===== config.mk =====
export PLATFORM = sky130hd
export DESIGN_NAME = ork_cfg_regs
export DESIGN_NICKNAME = d
export VERILOG_FILES = /design/src/hw/rtl/ork_pkg.sv /design/src/hw/rtl/ork_cfg_regs.sv
export SDC_FILE = /design/constraint.sdc
export NUM_CORES = 1
export LEC_CHECK = 0
export BUFFER_PORTS_ARGS = -buffer_cell sky130_fd_sc_hd__buf_4
export CORE_ASPECT_RATIO = 0.8
export CORE_MARGIN = 2
export CORE_UTILIZATION = 39
export CTS_BUF_LIST = sky130_fd_sc_hd__clkbuf_4 sky130_fd_sc_hd__clkbuf_8
export DETAILED_ROUTE_END_ITERATION = 6
export PLACE_DENSITY = 0.81
export SYNTH_ARGS = -nofsm -noshare
export SYNTH_HDL_FRONTEND = slang
export SYNTH_SLANG_ARGS = --single-unit

===== constraint.sdc =====
create_clock -name clk_i -period 0.96 [get_ports clk_i]
set_input_delay 0 -clock clk_i [delete_from_list [all_inputs] [get_ports clk_i]]
set_output_delay 0 -clock clk_i [all_outputs]
set_load 0.01 [all_outputs]

===== src/hw/rtl/ork_pkg.sv =====
// ============================================================================
// ork_pkg - shared types and constants of the ODE integrator
// Fixed-point format, register map, method codes and the structs that
// travel between the config block, the core and the multiplier.
// ============================================================================
package ork_pkg;

  // Fixed-point format: signed Q(DATA_W-FRAC_BITS).FRAC_BITS
  localparam int FRAC_BITS = 16;
  localparam int STEP_BITS = 10;
  localparam int DATA_W    = 32;
  localparam int H_W       = 19;

  // Shared multiplier: 33b signed x 36b signed, full product kept
  localparam int MA_W = 33;
  localparam int MB_W = 36;
  localparam int P_W  = MA_W + MB_W;

  // APB register map
  localparam int PADDR_W = 3;
  localparam int PDATA_W = 32;
  localparam logic REG_STEP_SIZE = 1'b0;
  localparam logic REG_METHOD    = 1'b1;

  // Method codes (code 3 runs as fourth order)
  localparam logic [1:0] METHOD_EULER = 2'd0;
  localparam logic [1:0] METHOD_HEUN  = 2'd1;
  localparam logic [1:0] METHOD_RK4   = 2'd2;

  localparam logic [H_W-1:0] H_RESET = H_W'(6554);

  typedef logic signed [DATA_W-1:0] fx_t;

  typedef struct packed {
    logic [H_W-1:0] h;
    logic [1:0]     method;
  } cfg_t;

  typedef struct packed {
    fx_t                  x_start;
    fx_t                  y_start;
    logic [STEP_BITS-1:0] step_count;
  } item_t;

  typedef struct packed {
    logic valid;
    fx_t  y_final;
    logic overflow;
  } res_t;

  typedef struct packed {
    logic            en;
    logic [MA_W-1:0] a;
    logic [MB_W-1:0] b;
  } mul_req_t;

endpackage


===== src/hw/rtl/ork_cfg_regs.sv =====
// ============================================================================
// ork_cfg_regs - APB configuration registers
// Holds step size and method; zero-wait writes and reads.
// ============================================================================
module ork_cfg_regs (
  input  logic                          clk_i,
  input  logic                          rst_ni,
  input  logic                          psel,
  input  logic                          penable,
  input  logic                          pwrite,
  input  logic [ork_pkg::PADDR_W-1:0]   paddr,
  input  logic [ork_pkg::PDATA_W-1:0]   pwdata,
  output logic [ork_pkg::PDATA_W-1:0]   prdata,
  output logic                          pready,
  output ork_pkg::cfg_t                 cfg_o
);

  ork_pkg::cfg_t cfg_q, cfg_d;
  logic          reg_idx;
  logic          wr_en;

  assign pready  = 1'b1;
  // word index; byte offset bits are ignored
  assign reg_idx = paddr[ork_pkg::PADDR_W-1];
  assign wr_en   = psel & penable & pwrite & pready;

  always_comb begin
    cfg_d = cfg_q;
    if (wr_en) begin
      unique case (reg_idx)
        ork_pkg::REG_STEP_SIZE: cfg_d.h      = pwdata[ork_pkg::H_W-1:0];
        ork_pkg::REG_METHOD:    cfg_d.method = pwdata[1:0];
        default:                cfg_d        = cfg_q;
      endcase
    end
  end

  always_comb begin
    unique case (reg_idx)
      ork_pkg::REG_STEP_SIZE: prdata = ork_pkg::PDATA_W'(cfg_q.h);
      ork_pkg::REG_METHOD:    prdata = ork_pkg::PDATA_W'(cfg_q.method);
      default:                prdata = '0;
    endcase
  end

  always_ff @(posedge clk_i or negedge rst_ni) begin
    if (!rst_ni) begin
      cfg_q.h      <= ork_pkg::H_RESET;
      cfg_q.method <= ork_pkg::METHOD_RK4;
    end else begin
      cfg_q <= cfg_d;
    end
  end

  assign cfg_o = cfg_q;

endmodule


**After elaboration in Yosys (flattened, before gate mapping)**

Index checks and enable logic that the tools add are counted.

- Bits in registers: 21
- Latch bits: 0
- Bits in writable memories: 0
- Memory bits (read-only): 0
- Bits of input ports: 40
- Logic and storage cells: 8
- Memories: 0

- $add $sub $neg: 0
- Multipliers: 0
- Div/mod/pow operators: 0
- $lt $le $gt $ge: 0
- Equality and inequality tests: 0
- Shifts and indexed selects: 0
- Multiplexer cells: 1
- Bitwise logic cells: 3
- Reduce and logical (&&, ||, !) cells: 2

Operators with widths:

| kind | number |
|---|---|
| 32-bit one-hot mux with 2 select lines | 1 |
| 2-bit AND reduction | 2 |
| 1-bit AND | 2 |
| 1-bit inverter | 1 |

**Logic depth before layout (Yosys ltp)**

Gate-level depths: netlist of the first run.

- Word-level depth: 3
- Depth in mapped cells: 4
- Gate-level depth less buffers: 2

**Least setup slack after synthesis of the first run**

OpenSTA, ideal clock, no wires.

- Path type: input to register
- From: input port paddr[2] (netlist name)
- To: register cfg_q, in the netlist cfg_o[11]
- Library setup time: 0.125 ns
- Data arrival time: 0.716 ns
- Required time: 0.835 ns
- Slack: 0.119 ns
- Stages on the path: 4
- Path buffers: 2
- Path through: nand4b_4 -> buf_6 -> buf_12 -> mux2_4

- Cells in the longest elaborated chain, start to end: 2

Ends and longest elaborated chain:

| element | line | source |
|---|---|---|
| start: declaration | ork_cfg_regs.sv:11 | `input logic [ork_pkg::PADDR_W-1:0] paddr,` |
| 1-bit inverter | -- |  |
| 2-bit AND reduction (no line) | -- |  |
| end signal: assignment | ork_cfg_regs.sv:51 | `cfg_q <= cfg_d;` |
| end: declaration | ork_cfg_regs.sv:18 | `ork_pkg::cfg_t cfg_q, cfg_d;` |

Every way passes these cells.
A chain may end at the register's enable or synchronous reset.

**Worst setup path in the final report of the first run**

- From: register cfg_q, in the netlist cfg_o[13]
- To: output port prdata[11] (netlist name)

- Cells in the longest elaborated chain, start to end: 1

Ends and longest elaborated chain:

| element | line | source |
|---|---|---|
| 32-bit one-hot mux with 2 select lines | ork_cfg_regs.sv:39 | `unique case (reg_idx)` |
| end: declaration | ork_cfg_regs.sv:13 | `output logic [ork_pkg::PDATA_W-1:0] prdata,` |

Every way passes these cells. The select of a mux whose other input is x is not followed.

==> impl_metrics.json, run 1 <==
{
  "status": "finished, violations left",
  "violations": "negative setup slack",
  "cts_buffers": 3,
  "layout.cells.most_common": "buf_4",
  "dieArea_sq_mm": 0.00332,
  "r2r_cells": 3,
  "final_cells": 220,
  "fin_crit_ns": 1.16,
  "end_kind": "output pin",
  "largest_register_ffs": 21,
  "drtPass1Iterations": 3,
  "ys_ff_latch": 21,
  "hp-class": "input pin to async pin",
  "areaGrowthSynthToFinish_pct": 80.6,
  "multi_input_area_sq_um": 518,
  "period_share_pct": 120,
  "critPathMaxFanout": 2,
  "synth_area_leader_cell": "dfrtp_1",
  "place_congestion": 0.677,
  "postSynthCellCount": 83,
  "ys_seq_area_share_pct": 47.8,
  "fin_skew_ns": 0,
  "grt-ovfl-total": 0,
  "dp.cells": 182,
  "clkTransAtPathRegs_ns": 0.13,
  "routed_wl_um": 3410,
  "synth_area_leaders": "dfrtp_1, dfstp_2, mux2_4",
  "syn_avg_cell_area_sq_um": 13.5,
  "crit_path_start_kind": "flip-flop",
  "cts_tree": "built",
  "rows": 17,
  "worstPathRequired_ns": 0.96,
  "grt_start_max_net_pins": 22,
  "antenna_cells": 0,
  "max_freq_mhz": 865,
  "worst_slack_ns": -0.196,
  "seq_area_sq_um": 536,
  "clock_path_buffers": 2,
  "drt-initial-drc-count": 11,
  "ctsHtreeMaxLevel": 1,
  "cts_root_buffer": "clkbuf_4",
  "grt_setup_unrepaired": "yes",
  "ys_warn_count": 0,
  "via_per_inst": 4.47,
  "crit_start": "cfg_o[13]",
  "power_density_mw_per_mm2": 1680,
  "netlist_area_sq_mm": 0.00112,
  "dp_hpwl_um": 1820,
  "grt_pass1_wl_um": 4980,
  "core_sq_mm": 0.00274,
  "irDropWorstVdd_uv": 1090,
  "via_count": 984,
  "synth_top_area_share_pct": 29.0,
  "slew_violations": 0,
  "drc_errors": 0,
  "cts.sinks": 21,
  "hold_viol": 0,
  "grt_antenna_before_repair": 0,
  "grt_pass1_vias": 1005,
  "wl_per_cell_um": 15.5,
  "die_w_um": 63.9,
  "drtAntennaViolNets": 0,
  "die_h_um": 52.0,
  "finalSetupViolations": 28,
  "filler_cell_count": 183,
  "final_cell_mix": "buf_4, dlygate4sd3_1, buf_6",
  "initial_core_util_pct": 40.9,
  "nNetsFinal": 223,
  "drive_above_1_share_pct": 66.5,
  "rr_startpoint": "cfg_o[1]",
  "io_buffers": 64,
  "leakagePower_nw": 1.04,
  "grt_usage_pct": 20.0,
  "post_synth_num_cell_types": 13,
  "clk-insertion-delay-late_ns": 0.29,
  "worst_ep_arrival_time_ns": 1.16,
  "dp_slack_ns": 0.0603,
  "crit_type": "flip-flop to output pin",
  "tns_ns": -2.71,
  "max_cap_viol_count": 0,
  "io_pins": 94,
  "fin_total_pwr_w": 0.00339
}
timing repair:
item / in CTS / in global routing
hold buffers: 20 / 0
buffers inserted: 12 / 2
endpoints found under the setup margin: 27 / 28
endpoints found under the hold margin: 42 / 0
gates resized for setup: 19 / 8
final timing paths:
| kind | to | slack (ns) |
|---|---|---|
| hold / removal | cfg_o[11] | 0.09 |
| setup reg to reg | cfg_o[1] | 0.03 |
| setup / recovery | prdata[11] | -0.20 |
| hold reg to reg | cfg_o[7] | 0.55 |
| max in group asynchronous | cfg_o[1] | 0.59 |
| min in group clk_i | cfg_o[0] | 0.15 |
report_power, final:
| group | total [W] | switching, W | internal [W] |
|---|---|---|---|
| clock network | 0.000434 | 0.000279 | 0.000155 |
| registers | 0.00130 | 0.000162 | 0.00114 |
| logic | 0.00166 | 0.000593 | 0.00107 |
| total | 0.00339 | 0.00103 | 0.00236 |
critical path: stages, from the launching register on:
cell and delay, ns:
dfstp_2 0.57, nor2b_1 0.15, buf_4 0.13
layout make-up:
| cell class | count | area share, % |
|---|---|---|
| Clock buffer | 3 | 1.11 |
| Clock inverter | 1 | 0.247 |
| Multi-Input combinational cell | 56 | 25.6 |
| Sequential cell | 21 | 26.5 |
| Tap cell | 38 | 2.35 |
| Timing Repair Buffer | 101 | 44.3 |
cell usage after synthesis:
cell type and n:
buf_2 1, nand4_1 1, mux2_2 13, buf_6 1, buf_4 14, dfrtp_1 13, conb_1 2, buf_12 1
mux2_4 10, clkbuf_1 1, nor2b_1 17, nand4b_4 1, dfstp_2 8
per-layer routing:
metal / routed length (um) / part of all wire (%) / global-route usage, % / up-vias
li1: - / - / - / 442
met1: 1300 / 38 / 23.2 / 470
met2: 1770 / 52 / 34.4 / 62
met3: 274 / 8.0 / 5.63 / 10
met4: 68 / 2.0 / 9.78 / 0
met5: 0 / 0 / 0 / -
cells by family after synthesis:
| family | synth area share, % |
|---|---|
| buffers and inverters | 12.9 |
| flip-flops | 47.8 |
| multiplexers | 26.5 |
| other | 0.670 |
| AND/OR/NAND/NOR | 12.2 |
metrics by stage:
stage	area (sq um)	hold WS, ns	util, %
after global routing	2020	0.0937	73.8
final	2020	0.0895	73.8
after floorplan	1170	-0.296	-
after global placement	1580	-0.105	57.7
after detailed placement	1580	-0.102	57.7
after CTS	1980	0.0979	72.0
Power figures use the tool's default switching activity.
==> run 2, diff against run 1 <==
--- a/config.mk
+++ b/config.mk
@@ -6,12 +6,14 @@
 export NUM_CORES = 1
 export LEC_CHECK = 0
 export BUFFER_PORTS_ARGS = -buffer_cell sky130_fd_sc_hd__buf_4
+export CELL_PAD_IN_SITES_DETAIL_PLACEMENT = 1
+export CELL_PAD_IN_SITES_GLOBAL_PLACEMENT = 2
 export CORE_ASPECT_RATIO = 0.8
 export CORE_MARGIN = 2
-export CORE_UTILIZATION = 39
+export CORE_UTILIZATION = 22
 export CTS_BUF_LIST = sky130_fd_sc_hd__clkbuf_4 sky130_fd_sc_hd__clkbuf_8
 export DETAILED_ROUTE_END_ITERATION = 6
-export PLACE_DENSITY = 0.81
+export PLACE_DENSITY = 0.82
 export SYNTH_ARGS = -nofsm -noshare
 export SYNTH_HDL_FRONTEND = slang
 export SYNTH_SLANG_ARGS = --single-unit
==> run 2 against run 1 <==
The flow still finishes with violations (negative setup slack); critical path depth stayed put; utilization is 28 points lower; total power is 12% higher; worst hold slack better by 0.074 ns; sequential share of layout area is 2.8 points lower; critical path type unchanged; critical endpoint unchanged; highest routed layer is now met3.
==> impl_metrics.json, run 2 (same netlist as run 1, synthesis figures left out) <==
{
  "cp.buffers_inverters": 1,
  "status": "finished, violations left",
  "place_congestion": 0.807,
  "drt-initial-drc-count": 14,
  "final_cell_mix": "buf_4, buf_6, dlygate4sd3_1",
  "crit_path_start_kind": "flip-flop",
  "cts_root_buffer": "clkbuf_8",
  "crit_chain": "nor2b_1, buf_4",
  "wl_per_cell_um": 14.9,
  "io_buffers": 64,
  "critPathMaxFanout": 2,
  "end_kind": "output pin",
  "io_pins": 94,
  "initial_core_util_pct": 22.6,
  "grt-ovfl-total": 0,
  "r2r-end": "cfg_o[13]",
  "crit_start": "cfg_o[13]",
  "worst_ep_arrival_time_ns": 1.06,
  "crit_family": "flip-flops",
  "via_count": 1007,
  "drc_errors": 0,
  "drtPass1Iterations": 2,
  "clock_path_buffers": 2,
  "fin_skew_ns": 0,
  "slew_violations": 0,
  "switching_share_pct": 28.1,
  "rr_startpoint": "cfg_o[13]",
  "power_density_mw_per_mm2": 1690,
  "r2r_setup_slack_ns": 0.04,
  "cts.sinks": 21,
  "via_per_inst": 3.96,
  "p_int_w": 0.00274,
  "areaGrowthSynthToFinish_pct": 102,
  "tns_ns": -0.915,
  "clk-insertion-delay-late_ns": 0.25,
  "crit_cells": 2,
  "antenna_cells": 0,
  "grt_pass1_wl_um": 5490,
  "finish.instance_area_sq_mm": 0.00226,
  "final_cells": 254,
  "dieArea_sq_mm": 0.00569,
  "dp.cells": 206,
  "critical_path.slowest_cell": "dfstp_2",
  "r2r_cells": 3,
  "crit_type": "flip-flop to output pin",
  "dp_hpwl_um": 2330,
  "layout.cells.most_common": "buf_4",
  "grt_antenna_before_repair": 0,
  "worstPathRequired_ns": 0.96,
  "max_freq_mhz": 942,
  "leakagePower_nw": 1.15,
  "dpl-instance-area_sq_mm": 0.00161,
  "grt_setup_unrepaired": "yes",
  "power_frac_clock_pct": 15.9,
  "p_comb_share_pct": 50.5,
  "cpPeakStageDelay_ns": 0.54,
  "clkTransAtPathRegs_ns": 0.08,
  "hp-class": "input pin to async pin",
  "endpoint": "prdata[11]",
  "seqPwrFrac_pct": 33.6,
  "fin_total_pwr_w": 0.00381,
  "hold_slack_ns": 0.164,
  "grt_start_max_net_pins": 22,
  "max_cap_viol_count": 0,
  "grt_usage_pct": 12.5,
  "ctsHtreeMaxLevel": 1,
  "period_share_pct": 111,
  "grt_pass1_vias": 1100,
  "hold_viol": 0,
  "rows": 23,
  "worst_slack_ns": -0.101,
  "largest_register_ffs": 21,
  "drtAntennaViolNets": 0,
  "core_sq_mm": 0.00495,
  "irDropWorstVdd_uv": 854,
  "finalSetupViolations": 15,
  "p_sw_w": 0.00107,
  "nNetsFinal": 233,
  "fin_crit_ns": 1.06,
  "cts_tree": "built",
  "die_w_um": 83.8,
  "drive_above_1_share_pct": 72.9,
  "die_h_um": 67.9,
  "routed_wl_um": 3780,
  "cts_buffers": 3,
  "violations": "negative setup slack"
}
## run 2: area by class of cell
class,count,area [sq um]
tap,62,77.6
sequential,21,536
multi-input combinational,56,591
fill,527,2690
timing repair buffer,111,1010
clock buffer,4,48.8
## run 2: how the worst min path moves through the flow
stage / depth (start not counted) / endpoint / slack [ns] / from
final: 2 / cfg_o[0] / 0.16 / rst_ni
after global routing: 2 / cfg_o[18] / 0.18 / rst_ni
after CTS: 2 / cfg_o[0] / 0.17 / rst_ni
after detailed placement: 1 / cfg_o[0] / -0.09 / rst_ni
after global placement: 1 / cfg_o[0] / -0.10 / rst_ni
after floorplan: 0 / cfg_o[0] / -0.30 / rst_ni
## run 2: metal layers
metal / up-vias / global-route usage [%] / wire length [um]
li1: 462 / - / -
met1: 499 / 12.2 / 1300
met2: 46 / 27.1 / 2250
met3: 0 / 4.10 / 231
met4: 0 / 0.806 / 0
met5: - / 0 / 0
## run 2: what timing repair did
| action | CTS | global route |
|---|---|---|
| setup endpoints to repair | 9 | 26 |
| setup buffers | 9 | 15 |
| gates resized for setup | 14 | 41 |
| hold buffers | 20 | 0 |
| hold endpoints to repair | 42 | 0 |
## run 2: through the flow
| step | setup slack, ns | util, % |
|---|---|---|
| floorplan | 0.119 | - |
| global placement | 0.0380 | 32.6 |
| detailed placement | 0.0127 | 32.6 |
| CTS | -0.111 | 40.1 |
| global route | -0.137 | 45.7 |
| finish | -0.101 | 45.7 |
## run 2: power by group through the flow
stage | Combinational [W] | Sequential, W | Clock, W
2_1_floorplan | 0.000494 | 0.00137 | 0
3_3_place_gp | 0.00116 | 0.00128 | 0
5_1_grt | 0.00206 | 0.00131 | 0.000688
4_1_cts | 0.00151 | 0.00126 | 0.000650
6_report | 0.00192 | 0.00128 | 0.000606
3_5_place_dp | 0.00120 | 0.00130 | 0
