File: src/hw/rtl/ork_pkg.sv
// ============================================================================
// ork_pkg - shared types and constants of the ODE integrator
// Fixed-point format, register map, method codes and the structs that
// travel between the config block, the core and the multiplier.
// ============================================================================
package ork_pkg;

  // Fixed-point format: signed Q(DATA_W-FRAC_BITS).FRAC_BITS
  localparam int FRAC_BITS = 16;
  localparam int STEP_BITS = 10;
  localparam int DATA_W    = 32;
  localparam int H_W       = 19;

  // Shared multiplier: 33b signed x 36b signed, full product kept
  localparam int MA_W = 33;
  localparam int MB_W = 36;
  localparam int P_W  = MA_W + MB_W;

  // APB register map
  localparam int PADDR_W = 3;
  localparam int PDATA_W = 32;
  localparam logic REG_STEP_SIZE = 1'b0;
  localparam logic REG_METHOD    = 1'b1;

  // Method codes (code 3 runs as fourth order)
  localparam logic [1:0] METHOD_EULER = 2'd0;
  localparam logic [1:0] METHOD_HEUN  = 2'd1;
  localparam logic [1:0] METHOD_RK4   = 2'd2;

  localparam logic [H_W-1:0] H_RESET = H_W'(6554);

  typedef logic signed [DATA_W-1:0] fx_t;

  typedef struct packed {
    logic [H_W-1:0] h;
    logic [1:0]     method;
  } cfg_t;

  typedef struct packed {
    fx_t                  x_start;
    fx_t                  y_start;
    logic [STEP_BITS-1:0] step_count;
  } item_t;

  typedef struct packed {
    logic valid;
    fx_t  y_final;
    logic overflow;
  } res_t;

  typedef struct packed {
    logic            en;
    logic [MA_W-1:0] a;
    logic [MB_W-1:0] b;
  } mul_req_t;

endpackage

File: src/hw/rtl/ork_mul_unit.sv
// ============================================================================
// ork_mul_unit - shared signed multiplier
// One registered 33x36 signed multiply, issued by the core sequencer.
// ============================================================================
module ork_mul_unit (
  input  logic                              clk_i,
  input  ork_pkg::mul_req_t                 req_i,
  output logic signed [ork_pkg::P_W-1:0]    p_o
);

  logic signed [ork_pkg::P_W-1:0] p_q;

  always_ff @(posedge clk_i) begin
    if (req_i.en) begin
      p_q <= $signed(req_i.a) * $signed(req_i.b);
    end
  end

  assign p_o = p_q;

endmodule

File: src/hw/rtl/ork_core.sv
// ============================================================================
// ork_core - step sequencer and datapath registers
// Walks the slope stages of each step, driving the shared multiplier for
// x*y, h*k and the reciprocal multiply that divides by three.
// ============================================================================
module ork_core (
  input  logic          clk_i,
  input  logic          rst_ni,
  input  ork_pkg::cfg_t cfg_i,
  input  logic          in_valid_i,
  output logic          in_ready_o,
  input  ork_pkg::item_t item_i,
  output ork_pkg::res_t res_o,
  input  logic          res_ready_i
);

  localparam int DATA_W   = ork_pkg::DATA_W;
  localparam int ACC_W    = ork_pkg::MB_W;
  localparam int Q_W      = ork_pkg::P_W - ork_pkg::FRAC_BITS;
  localparam int SAT_W    = Q_W;
  localparam int MAG_W    = 34;
  // floor(n/3) = (n * RECIP3) >> RCP_SHIFT, exact for n < 2^RCP_SHIFT (odd shift)
  localparam int RCP_SHIFT = MAG_W - 1;
  localparam logic [ork_pkg::MA_W-1:0] RECIP3 =
    ork_pkg::MA_W'(((longint'(1) <<< RCP_SHIFT) + 1) / 3);
  localparam ork_pkg::fx_t FX_MAX = {1'b0, {(DATA_W-1){1'b1}}};
  localparam ork_pkg::fx_t FX_MIN = {1'b1, {(DATA_W-1){1'b0}}};

  typedef enum logic [10:0] {
    S_IDLE       = 11'b00000000001,
    S_EVAL_MUL   = 11'b00000000010,
    S_EVAL_T2    = 11'b00000000100,
    S_EVAL_K     = 11'b00000001000,
    S_ACC        = 11'b00000010000,
    S_SCALE_MUL  = 11'b00000100000,
    S_SCALE_POST = 11'b00001000000,
    S_RCP_MUL    = 11'b00010000000,
    S_RCP_POST   = 11'b00100000000,
    S_POINT      = 11'b01000000000,
    S_DONE       = 11'b10000000000
  } state_e;

  typedef enum logic [1:0] {
    DIV_ONE = 2'd0,
    DIV_TWO = 2'd1,
    DIV_SIX = 2'd2
  } div_e;

  typedef struct packed {
    ork_pkg::fx_t v;
    logic         ov;
  } sat_t;

  function automatic sat_t sat_fx(input logic signed [SAT_W-1:0] v);
    sat_t                   r;
    logic [SAT_W-DATA_W:0]  hi;
    hi = v[SAT_W-1:DATA_W-1];
    if (hi == '0 || hi == '1) begin
      r.v  = v[DATA_W-1:0];
      r.ov = 1'b0;
    end else begin
      r.v  = v[SAT_W-1] ? FX_MIN : FX_MAX;
      r.ov = 1'b1;
    end
    return r;
  endfunction

  // sign-magnitude quotient back to saturated two's complement
  function automatic sat_t finish(input logic neg, input logic [MAG_W-1:0] mag);
    logic signed [SAT_W-1:0] s;
    s = $signed(SAT_W'(mag));
    if (neg) begin
      s = -s;
    end
    return sat_fx(s);
  endfunction

  state_e                       state_q, state_d;
  ork_pkg::fx_t                 x_q, x_d, y_q, y_d;
  ork_pkg::fx_t                 xe_q, xe_d, ye_q, ye_d;
  ork_pkg::fx_t                 t1_q, t1_d, sv_q, sv_d, k_q, k_d;
  logic signed [ACC_W-1:0]      acc_q, acc_d;
  logic [1:0]                   stage_q, stage_d;
  logic [ork_pkg::STEP_BITS-1:0] steps_q, steps_d;
  logic                         sat_q, sat_d;
  logic [MAG_W-2:0]             n_q, n_d;
  logic                         neg_q, neg_d;

  ork_pkg::mul_req_t            mul_req;
  logic signed [ork_pkg::P_W-1:0] mul_p;

  ork_mul_unit u_mul (
    .clk_i (clk_i),
    .req_i (mul_req),
    .p_o   (mul_p)
  );

  // ---- method decode ----
  logic                    rk4;
  logic [1:0]              last_stage;
  logic                    is_last;
  logic                    weight2;
  div_e                    div_sel;
  logic [ork_pkg::H_W-1:0] x_off;

  always_comb begin
    case (cfg_i.method)
      ork_pkg::METHOD_EULER: begin
        rk4        = 1'b0;
        last_stage = 2'd0;
      end
      ork_pkg::METHOD_HEUN: begin
        rk4        = 1'b0;
        last_stage = 2'd1;
      end
      default: begin
        rk4        = 1'b1;
        last_stage = 2'd3;
      end
    endcase
  end

  assign is_last = (stage_q == last_stage);
  assign weight2 = rk4 && (stage_q == 2'd1 || stage_q == 2'd2);

  always_comb begin
    if (is_last) begin
      if (rk4) div_sel = DIV_SIX;
      else if (cfg_i.method == ork_pkg::METHOD_HEUN) div_sel = DIV_TWO;
      else div_sel = DIV_ONE;
    end else if (rk4 && stage_q != 2'd2) begin
      div_sel = DIV_TWO;
    end else begin
      div_sel = DIV_ONE;
    end
  end

  // midpoint stages of the fourth-order method step by h/2
  assign x_off = (!is_last && rk4 && stage_q != 2'd2) ? (cfg_i.h >> 1) : cfg_i.h;

  // ---- arithmetic around the multiplier ----
  logic signed [Q_W-1:0] q;
  logic                  q_neg;
  logic [Q_W-1:0]        q_mag;
  logic [MAG_W-1:0]      q_clip;
  sat_t                  tri_s, t2_s, k_s, post_one, post_two, rcp_s, xsum, ysum;
  logic signed [ACC_W-1:0] acc_add, k_ext;

  assign q      = mul_p[ork_pkg::P_W-1:ork_pkg::FRAC_BITS];  // floor shift
  assign q_neg  = q[Q_W-1];
  assign q_mag  = q_neg ? Q_W'(-q) : Q_W'(q);
  // anything this large saturates after any of the divides
  assign q_clip = (|q_mag[Q_W-1:MAG_W]) ? '1 : q_mag[MAG_W-1:0];

  assign tri_s    = sat_fx(SAT_W'(xe_q) + (SAT_W'(xe_q) <<< 1));
  assign t2_s     = sat_fx(SAT_W'(q));
  assign k_s      = sat_fx(SAT_W'(t1_q) - SAT_W'(sv_q));
  assign post_one = finish(q_neg, q_clip);
  assign post_two = finish(q_neg, q_clip >> 1);
  assign rcp_s    = finish(neg_q, mul_p[RCP_SHIFT +: MAG_W]);
  assign xsum     = sat_fx(SAT_W'(x_q) + $signed(SAT_W'(x_off)));
  assign ysum     = sat_fx(SAT_W'(y_q) + SAT_W'(sv_q));

  assign k_ext   = ACC_W'(k_q);
  assign acc_add = ((stage_q == 2'd0) ? '0 : acc_q) + (weight2 ? (k_ext <<< 1) : k_ext);

  // ---- sequencer ----
  always_comb begin
    state_d = state_q;
    x_d     = x_q;
    y_d     = y_q;
    xe_d    = xe_q;
    ye_d    = ye_q;
    t1_d    = t1_q;
    sv_d    = sv_q;
    k_d     = k_q;
    acc_d   = acc_q;
    stage_d = stage_q;
    steps_d = steps_q;
    sat_d   = sat_q;
    n_d     = n_q;
    neg_d   = neg_q;
    mul_req = '0;
    in_ready_o     = 1'b0;
    res_o.valid    = 1'b0;
    res_o.y_final  = y_q;
    res_o.overflow = sat_q;

    unique case (state_q)
      S_IDLE: begin
        in_ready_o = 1'b1;
        if (in_valid_i) begin
          x_d     = item_i.x_start;
          y_d     = item_i.y_start;
          xe_d    = item_i.x_start;
          ye_d    = item_i.y_start;
          steps_d = item_i.step_count;
          stage_d = 2'd0;
          sat_d   = 1'b0;
          state_d = (item_i.step_count == '0) ? S_DONE : S_EVAL_MUL;
        end
      end
      S_EVAL_MUL: begin
        mul_req.en = 1'b1;
        mul_req.a  = ork_pkg::MA_W'(xe_q);
        mul_req.b  = ork_pkg::MB_W'(ye_q);
        t1_d       = tri_s.v;
        sat_d      = sat_q | tri_s.ov;
        state_d    = S_EVAL_T2;
      end
      S_EVAL_T2: begin
        sv_d    = t2_s.v;
        sat_d   = sat_q | t2_s.ov;
        state_d = S_EVAL_K;
      end
      S_EVAL_K: begin
        k_d     = k_s.v;
        sat_d   = sat_q | k_s.ov;
        state_d = S_ACC;
      end
      S_ACC: begin
        acc_d   = acc_add;
        state_d = S_SCALE_MUL;
      end
      S_SCALE_MUL: begin
        mul_req.en = 1'b1;
        mul_req.a  = ork_pkg::MA_W'(cfg_i.h);
        mul_req.b  = is_last ? acc_q : k_ext;
        state_d    = S_SCALE_POST;
      end
      S_SCALE_POST: begin
        case (div_sel)
          DIV_TWO: begin
            sv_d    = post_two.v;
            sat_d   = sat_q | post_two.ov;
            state_d = S_POINT;
          end
          DIV_SIX: begin
            // halve now, divide by three through the multiplier
            n_d     = q_clip[MAG_W-1:1];
            neg_d   = q_neg;
            state_d = S_RCP_MUL;
          end
          default: begin
            sv_d    = post_one.v;
            sat_d   = sat_q | post_one.ov;
            state_d = S_POINT;
          end
        endcase
      end
      S_RCP_MUL: begin
        mul_req.en = 1'b1;
        mul_req.a  = RECIP3;
        mul_req.b  = ork_pkg::MB_W'(n_q);
        state_d    = S_RCP_POST;
      end
      S_RCP_POST: begin
        sv_d    = rcp_s.v;
        sat_d   = sat_q | rcp_s.ov;
        state_d = S_POINT;
      end
      S_POINT: begin
        xe_d  = xsum.v;
        ye_d  = ysum.v;
        sat_d = sat_q | xsum.ov | ysum.ov;
        if (is_last) begin
          x_d     = xsum.v;
          y_d     = ysum.v;
          stage_d = 2'd0;
          steps_d = steps_q - 1'b1;
          state_d = (steps_q == ork_pkg::STEP_BITS'(1)) ? S_DONE : S_EVAL_MUL;
        end else begin
          stage_d = stage_q + 2'd1;
          state_d = S_EVAL_MUL;
        end
      end
      S_DONE: begin
        res_o.valid = 1'b1;
        if (res_ready_i) begin
          state_d = S_IDLE;
        end
      end
      default: state_d = S_IDLE;
    endcase
  end

  always_ff @(posedge clk_i or negedge rst_ni) begin
    if (!rst_ni) begin
      state_q <= S_IDLE;
      stage_q <= 2'd0;
      steps_q <= '0;
      sat_q   <= 1'b0;
    end else begin
      state_q <= state_d;
      stage_q <= stage_d;
      steps_q <= steps_d;
      sat_q   <= sat_d;
    end
  end

  always_ff @(posedge clk_i) begin
    x_q   <= x_d;
    y_q   <= y_d;
    xe_q  <= xe_d;
    ye_q  <= ye_d;
    t1_q  <= t1_d;
    sv_q  <= sv_d;
    k_q   <= k_d;
    acc_q <= acc_d;
    n_q   <= n_d;
    neg_q <= neg_d;
  end

  // ---- assertions ----
  a_steps_live: assert property (@(posedge clk_i) disable iff (!rst_ni)
    (state_q == S_EVAL_MUL) |-> (steps_q != '0))
    else $error("slope evaluation with no steps left");

  a_stage_bound: assert property (@(posedge clk_i) disable iff (!rst_ni)
    (state_q == S_EVAL_MUL) |-> (stage_q <= last_stage))
    else $error("slope stage beyond last stage of method");

  a_rcp_only_rk4: assert property (@(posedge clk_i) disable iff (!rst_ni)
    (state_q == S_RCP_MUL) |-> (rk4 && is_last && $past(state_q) == S_SCALE_POST))
    else $error("divide by six outside final fourth-order stage");

  a_done_hold: assert property (@(posedge clk_i) disable iff (!rst_ni)
    (state_q == S_DONE && !res_ready_i) |=> (state_q == S_DONE && $stable(y_q)
      && $stable(sat_q)))
    else $error("result changed before handoff");

endmodule

File: config.mk
export PLATFORM = sky130hd
export DESIGN_NAME = ork_core
export DESIGN_NICKNAME = d
export VERILOG_FILES = /design/src/hw/rtl/ork_pkg.sv /design/src/hw/rtl/ork_mul_unit.sv /design/src/hw/rtl/ork_core.sv
export SDC_FILE = /design/constraint.sdc
export NUM_CORES = 2
export LEC_CHECK = 0
export BUFFER_PORTS_ARGS = -buffer_cell sky130_fd_sc_hd__buf_2
export CORE_UTILIZATION = 35
export CTS_BUF_LIST = sky130_fd_sc_hd__clkbuf_4
export CTS_CLUSTER_DIAMETER = 60
export DETAILED_ROUTE_END_ITERATION = 10
export GPL_ROUTABILITY_DRIVEN = 0
export MAX_ROUTING_LAYER = met4
export PLACE_DENSITY = 0.55
export SLEW_MARGIN = 15
export SYNTH_ARGS = -nofsm -noshare
export SYNTH_HDL_FRONTEND = slang
export SYNTH_SLANG_ARGS = --single-unit
File: constraint.sdc
create_clock -name clk_i -period 9.8 [get_ports clk_i]
set_input_delay 0.98 -clock clk_i [delete_from_list [all_inputs] [get_ports clk_i]]
set_output_delay 0.98 -clock clk_i [all_outputs]
set_load 0.05 [all_outputs]
# --- After elaboration in Yosys (flattened, before gate mapping) ---
# Index checks and enable logic that the tools add are counted.
op_classes:
  n_addsub: 11
  n_mul: 1
  eq_ne: 31
  mux: 60
  n_bitwise: 8
  n_reduce_logical: 36
op_table:
  columns: ["operator", "count"]
  rows:
  - ["$mux W32", 13]
  - ["$pmux W32 S2", 5]
  - ["$mux W33", 8]
  - ["$mux W53", 4]
  - ["$pmux W70 S3", 1]
  - ["$eq A22 B22 Y1 const B", 8]
  - ["$logic_not A22 Y1", 8]
  - ["$pmux W11 S11", 1]
  - ["$neg A34 Y53", 2]
  - ["$pmux W32 S3", 1]
  - ["$mux W36", 2]
  - ["$mul A33 B36 Y69", 1]
  - ["$mux W11", 5]
  - ["$neg A33 Y53", 1]
  - ["$neg A53 Y53", 1]
  - ["$add A36 B36 Y36", 1]
  - ["$add A32 B33 Y34", 1]
  - ["$mux W34", 1]
  - ["$add A32 B20 Y33", 1]
  - ["$add A32 B32 Y33", 1]
  - ["$sub A32 B32 Y33", 1]
  - ["$mux W10", 3]
  - ["$pmux W10 S2", 1]
  - ["$mux W19", 1]
  - ["36 further kinds", 75]
totals:
  register_bits: 387
  in_bits: 99
  out_inout_bits: 35
  wordCells: 162

# --- Depth between registers and ports, before layout ---
logic_depth:
  ltp_word: 14
  ltp_mapped: 41
  ltp_nobuf: 36

# --- Modules after synthesis ---
# From an unflattened synthesis, not the netlist that was laid out.
unflattened:
  hier_cells: 7650
  hier_area_um2: 70697.8
modules_own_cells:
  columns: ["module", "n_inst", "cells_per_inst", "area_each_um2", "seq_area_each_um2"]
  rows:
  - ["ork_mul_unit", 1, 4637, 44016.0, 2072.0]
  - ["ork_core", 1, 3013, 26681.8, 9430.3]

# --- Worst setup path before layout ---
# OpenSTA, ideal clock, no wires.
synth_path:
  path_type: "register to register"
  from: "reg state_q[7]"
  to: "reg u_mul.p_q, in the netlist u_mul.p_o[59] (data pin)"
  setup_time_ns: 0.258
  arrival_ns: 10.564
  required_ns: 9.542
  setup_slack_ns: -1.021
  stages_incl_launch_ff: 36
  n_path_buf: 4
  period_less_slack_ns: 10.821
  cell_sequence: "dfrtp_1 -> nor4_1 -> and3_1 -> clkbuf_1 -> clkbuf_1 -> clkbuf_1 -> buf_1 -> a22o_1 -> nand2_1 -> fa_1 -> fa_1 -> inv_1 -> fa_1 -> inv_1 -> fa_1 -> inv_1 -> fa_1 -> fa_1 -> fa_1 -> inv_1 -> fa_1 -> inv_1 -> ha_1 -> a21o_1 -> a21o_1 -> a21oi_1 -> o21ai_0 -> a21oi_1 -> o22ai_1 -> o31ai_1 -> o21bai_1 -> and2_1 -> o21a_1 -> or2_2 -> a21oi_1 -> xnor2_1"
synth_via:
  elab_chain_cells: 3
  word_cells_on_any_way: 5
  classes_between: "mul: 1; eq/ne: 3; mux: 1"
synth_rtl:
  columns: ["element", "line_no", "rtl"]
  rows:
  - ["start, declared", "ork_core.sv:78", "state_e state_q, state_d;"]
  - ["start signal, assigned", "ork_core.sv:294", "state_q <= state_d;"]
  - ["$eq A11 B8 Y1, or another cell as far along", "ork_core.sv:189", "unique case (state_q)"]
  - ["$pmux W70 S3 (*)", "ork_core.sv:189", null]
  - ["$mul A33 B36 Y69 (*)", "ork_mul_unit.sv:15", "p_q <= $signed(req_i.a) * $signed(req_i.b);"]
  - ["end signal, assigned", "ork_mul_unit.sv:15", null]
  - ["end, declared", "ork_mul_unit.sv:11", "logic signed [ork_pkg::P_W-1:0] p_q;"]
# Mark *: on every way between the ends. The rest lies on a longest branch, timed or not.
# A chain may end at the register's enable or synchronous reset.

# --- Final worst setup path ---
layout_path:
  from: "reg state_q[0]"
  to: "reg u_mul.p_q, in the netlist u_mul.p_o[59] (data pin)"
# Same word-level chain as after synthesis.

==> impl_metrics.tcl <==
set metrics [dict create \
    finalCriticalPeriod_ns 9.51 \
    grt_pass1_wl_um 371000 \
    ioPinCount 134 \
    seq_area_frac_synth_pct 16.4 \
    die_w_um 440 \
    cts_tree "done" \
    max_slew_margin_pct 29.1 \
    grt_max_degree 71 \
    numCtsBuffers 92 \
    syn_avg_cell_area_um2 9.09 \
    cts.sinks 371 \
    vias 56133 \
    cpPeakStageDelay_ns 0.63 \
    worst-path-buf-inv 7 \
    drv_cap 0 \
    drc 0 \
    clk_pin_slew_ns 0.07 \
    layout.cells.most_common "inv_1" \
    antenna_left 0 \
    synth_fp_nets 9111 \
    hold_class "in2reg" \
    antenna_found_initial 14 \
    power_density_mw_per_mm2 96.8 \
    synthTopCellsByArea "fa_1 37%, edfxtp_1 15%, inv_1 7.4%" \
    grt_pass1_vias 57695 \
    ys_ff_latch 371 \
    vdd_ir_drop_max_v 0.0000914 \
    initial_core_util_pct 35.3 \
    critPathSlowestCell "fa_1" \
    areaGrowthSynthToFinish_pct 14.0 \
    worstPathArrival_ns 10.17 \
    rsz0062_at_grt "false" \
    drive_above_1_share_pct 13.4 \
    fin_crit_sh_pct 97.0 \
    avgRoutedWirePerCell_um 23.7 \
    grt.total_usage_pct 26.5 \
    cp.required_ns 10.46 \
    hold_violations 0 \
    netlist_area_mm2 0.0672 \
    clock_latency_ns 0.98 \
    final_area_mm2 0.0767 \
    cts.htree.levels 3 \
    io_buffers 133 \
    die-area_mm2 0.194 \
    p_leak_nw 35.7 \
    slew_violations 0 \
    cts_max_path_buffers 3 \
    placed_cell_area_mm2 0.0752 \
    syn_inst 7395 \
    synth_top_area_share_pct 37.0 \
    die_h_um 440 \
    critical_path_peak_fanout 18 \
    grt-ovfl-total 0 \
    core_mm2 0.191 \
    ys_async_sr_fraction_pct 6.47 \
    outcome "finished, final reports clean" \
    synth_area_leader_cell "fa_1" \
    max_freq_ghz 0.105 \
    hpwl_um 210000 \
    finalWirelength_um 248000 \
    path_common_cell "fa_1" \
    synth-edff-count 347 \
    final_cell_mix "1327 x inv_1, 1237 x fa_1, 889 x nand2_1" \
    vias_per_cell 5.38 \
    nets 9564 \
    ys_warn_count 0 \
    rows 160 \
    drt_iter0_markers 5910 \
    synth.distinct_cells 93 \
    crit_type "reg2reg" \
    dr.pass1.iters 6 \
    worstSetupStartpointType "register" \
    worstSetupEndpointType "register" \
    fin_util_pct 40.2 \
    path_delay_family "adder cells" \
    setup_viol 0 \
    tightest_slew_ns 1.06 \
    finClkSkew_ns 0.0956 \
    synth_ff_type "edfxtp_1" \
    cts_root_buf "clkbuf_4" \
]
[timing repair]
item	4_1_cts	5_1_grt
cloned	0	1
setup buffers	0	2
hold buffers	1	0
pin swaps	0	3
resized for setup	4	25
setup endpoints to repair	8	21
endpoints found under the hold margin	5	0
[kinds of logic (layout without fill, tap and decap cells)]
| group | Yosys count | after routing | share of synthesized area [%] |
|---|---|---|---|
| xor+xnor | 330 | 330 | 4.30 |
| compound gates | 1108 | 1108 | 10.5 |
| other cells | 0 | 10 | 0 |
| buf+inv | 1696 | 2222 | 9.57 |
| simple gates | 2208 | 2208 | 14.2 |
| mux | 58 | 58 | 0.958 |
| flops | 371 | 371 | 16.4 |
| fa+ha+maj | 1624 | 1624 | 44.1 |
[worst reg2reg max path: cells and delay by family (launching register included)]
kind	cells	cell delay, ns
and+or+nand+nor	5	0.89
adders and majority gates	9	4.35
xor gates and xnor gates	1	0.07
buffers and inverters	7	1.04
DFF	1	0.61
AOI/OAI and AO/OA	11	2.32
[synthesized netlist by cell type (23+ instances only)]
cell,count
and2_1,28
o22ai_1,41
a21o_1,117
a221o_1,39
o21a_1,41
edfxtp_1,347
and3_1,25
o21ai_1,31
dfrtp_1,23
nand4_1,43
o21ai_0,255
clkbuf_1,315
nand2b_1,40
a221oi_1,43
buf_1,25
fa_1,1242
nand3_1,68
mux2_2,51
nand2_1,890
o31ai_1,32
xnor2_1,192
or3_1,36
ha_1,375
a21oi_1,323
xor2_1,138
nor2b_1,67
inv_1,1329
nor3_1,74
nor4_1,35
nor2_1,804
[final cells by class]
cell class / instances / area (um^2)
diodes: 10 / 25.0
multi-input cells: 5328 / 50400
fillers: 19165 / 114000
repair buffers: 725 / 5870
inverters: 1330 / 4990
flip-flops and latches: 371 / 11000
clock inverters: 37 / 238
well taps: 2511 / 3140
clock buffers: 130 / 976
[power by group]
part	switching [mW]	internal, mW	total (mW)
Combinational	2.29	1.32	3.61
Sequential	0.328	2.06	2.39
Clock	0.726	0.695	1.42
Total	3.34	4.08	7.42
[sequential cells by signal, indices dropped and copies added (netlist names), 2 cells and up]
signal     count
stage_q        2
y_q           32
sv_q          32
t1_q          32
k_q           32
x_q           32
steps_q       10
ye_q          32
state_q       11
xe_q          32
u_mul.p_o     53
n_q           33
acc_q         36
[through the flow]
stage               worst slack, ns  instances  hold WS [ns]  power (mW)  TNS [ns]
floorplan                  0.000545       7395         0.471        4.40         0
global placement             -0.536      10261         0.506        5.88     -6.59
detailed placement           -0.595      10261         0.515        5.91     -7.28
CTS                          0.0285      10429         0.222        7.37         0
global route                0.00508      10438         0.266        7.80         0
finish                        0.293      10442         0.319        7.42         0
[per-layer routing]
layer	vias up	track usage (%)	part of all wire, %
met5	-	-	0
met2	2545	40.4	45
met3	445	5.15	9.5
met4	0	9.07	4.1
li1	24472	-	-
met1	28671	35.2	41
[path summary, 6_finish.rpt]
kind / startpoint / to / slack, ns / cells after the start
max: state_q[0] / u_mul.p_o[59] / 0.29 / 33
min: item_i[65] / xe_q[23] / 0.32 / 3
max reg2reg: state_q[0] / u_mul.p_o[59] / 0.29 / 33
min reg2reg: steps_q[7] / steps_q[7] / 0.53 / 2
max in group asynchronous: rst_ni / state_q[1] / 8.68 / 2
min in group asynchronous: rst_ni / stage_q[0] / 0.58 / 2
(Power assumes the default switching activity.)
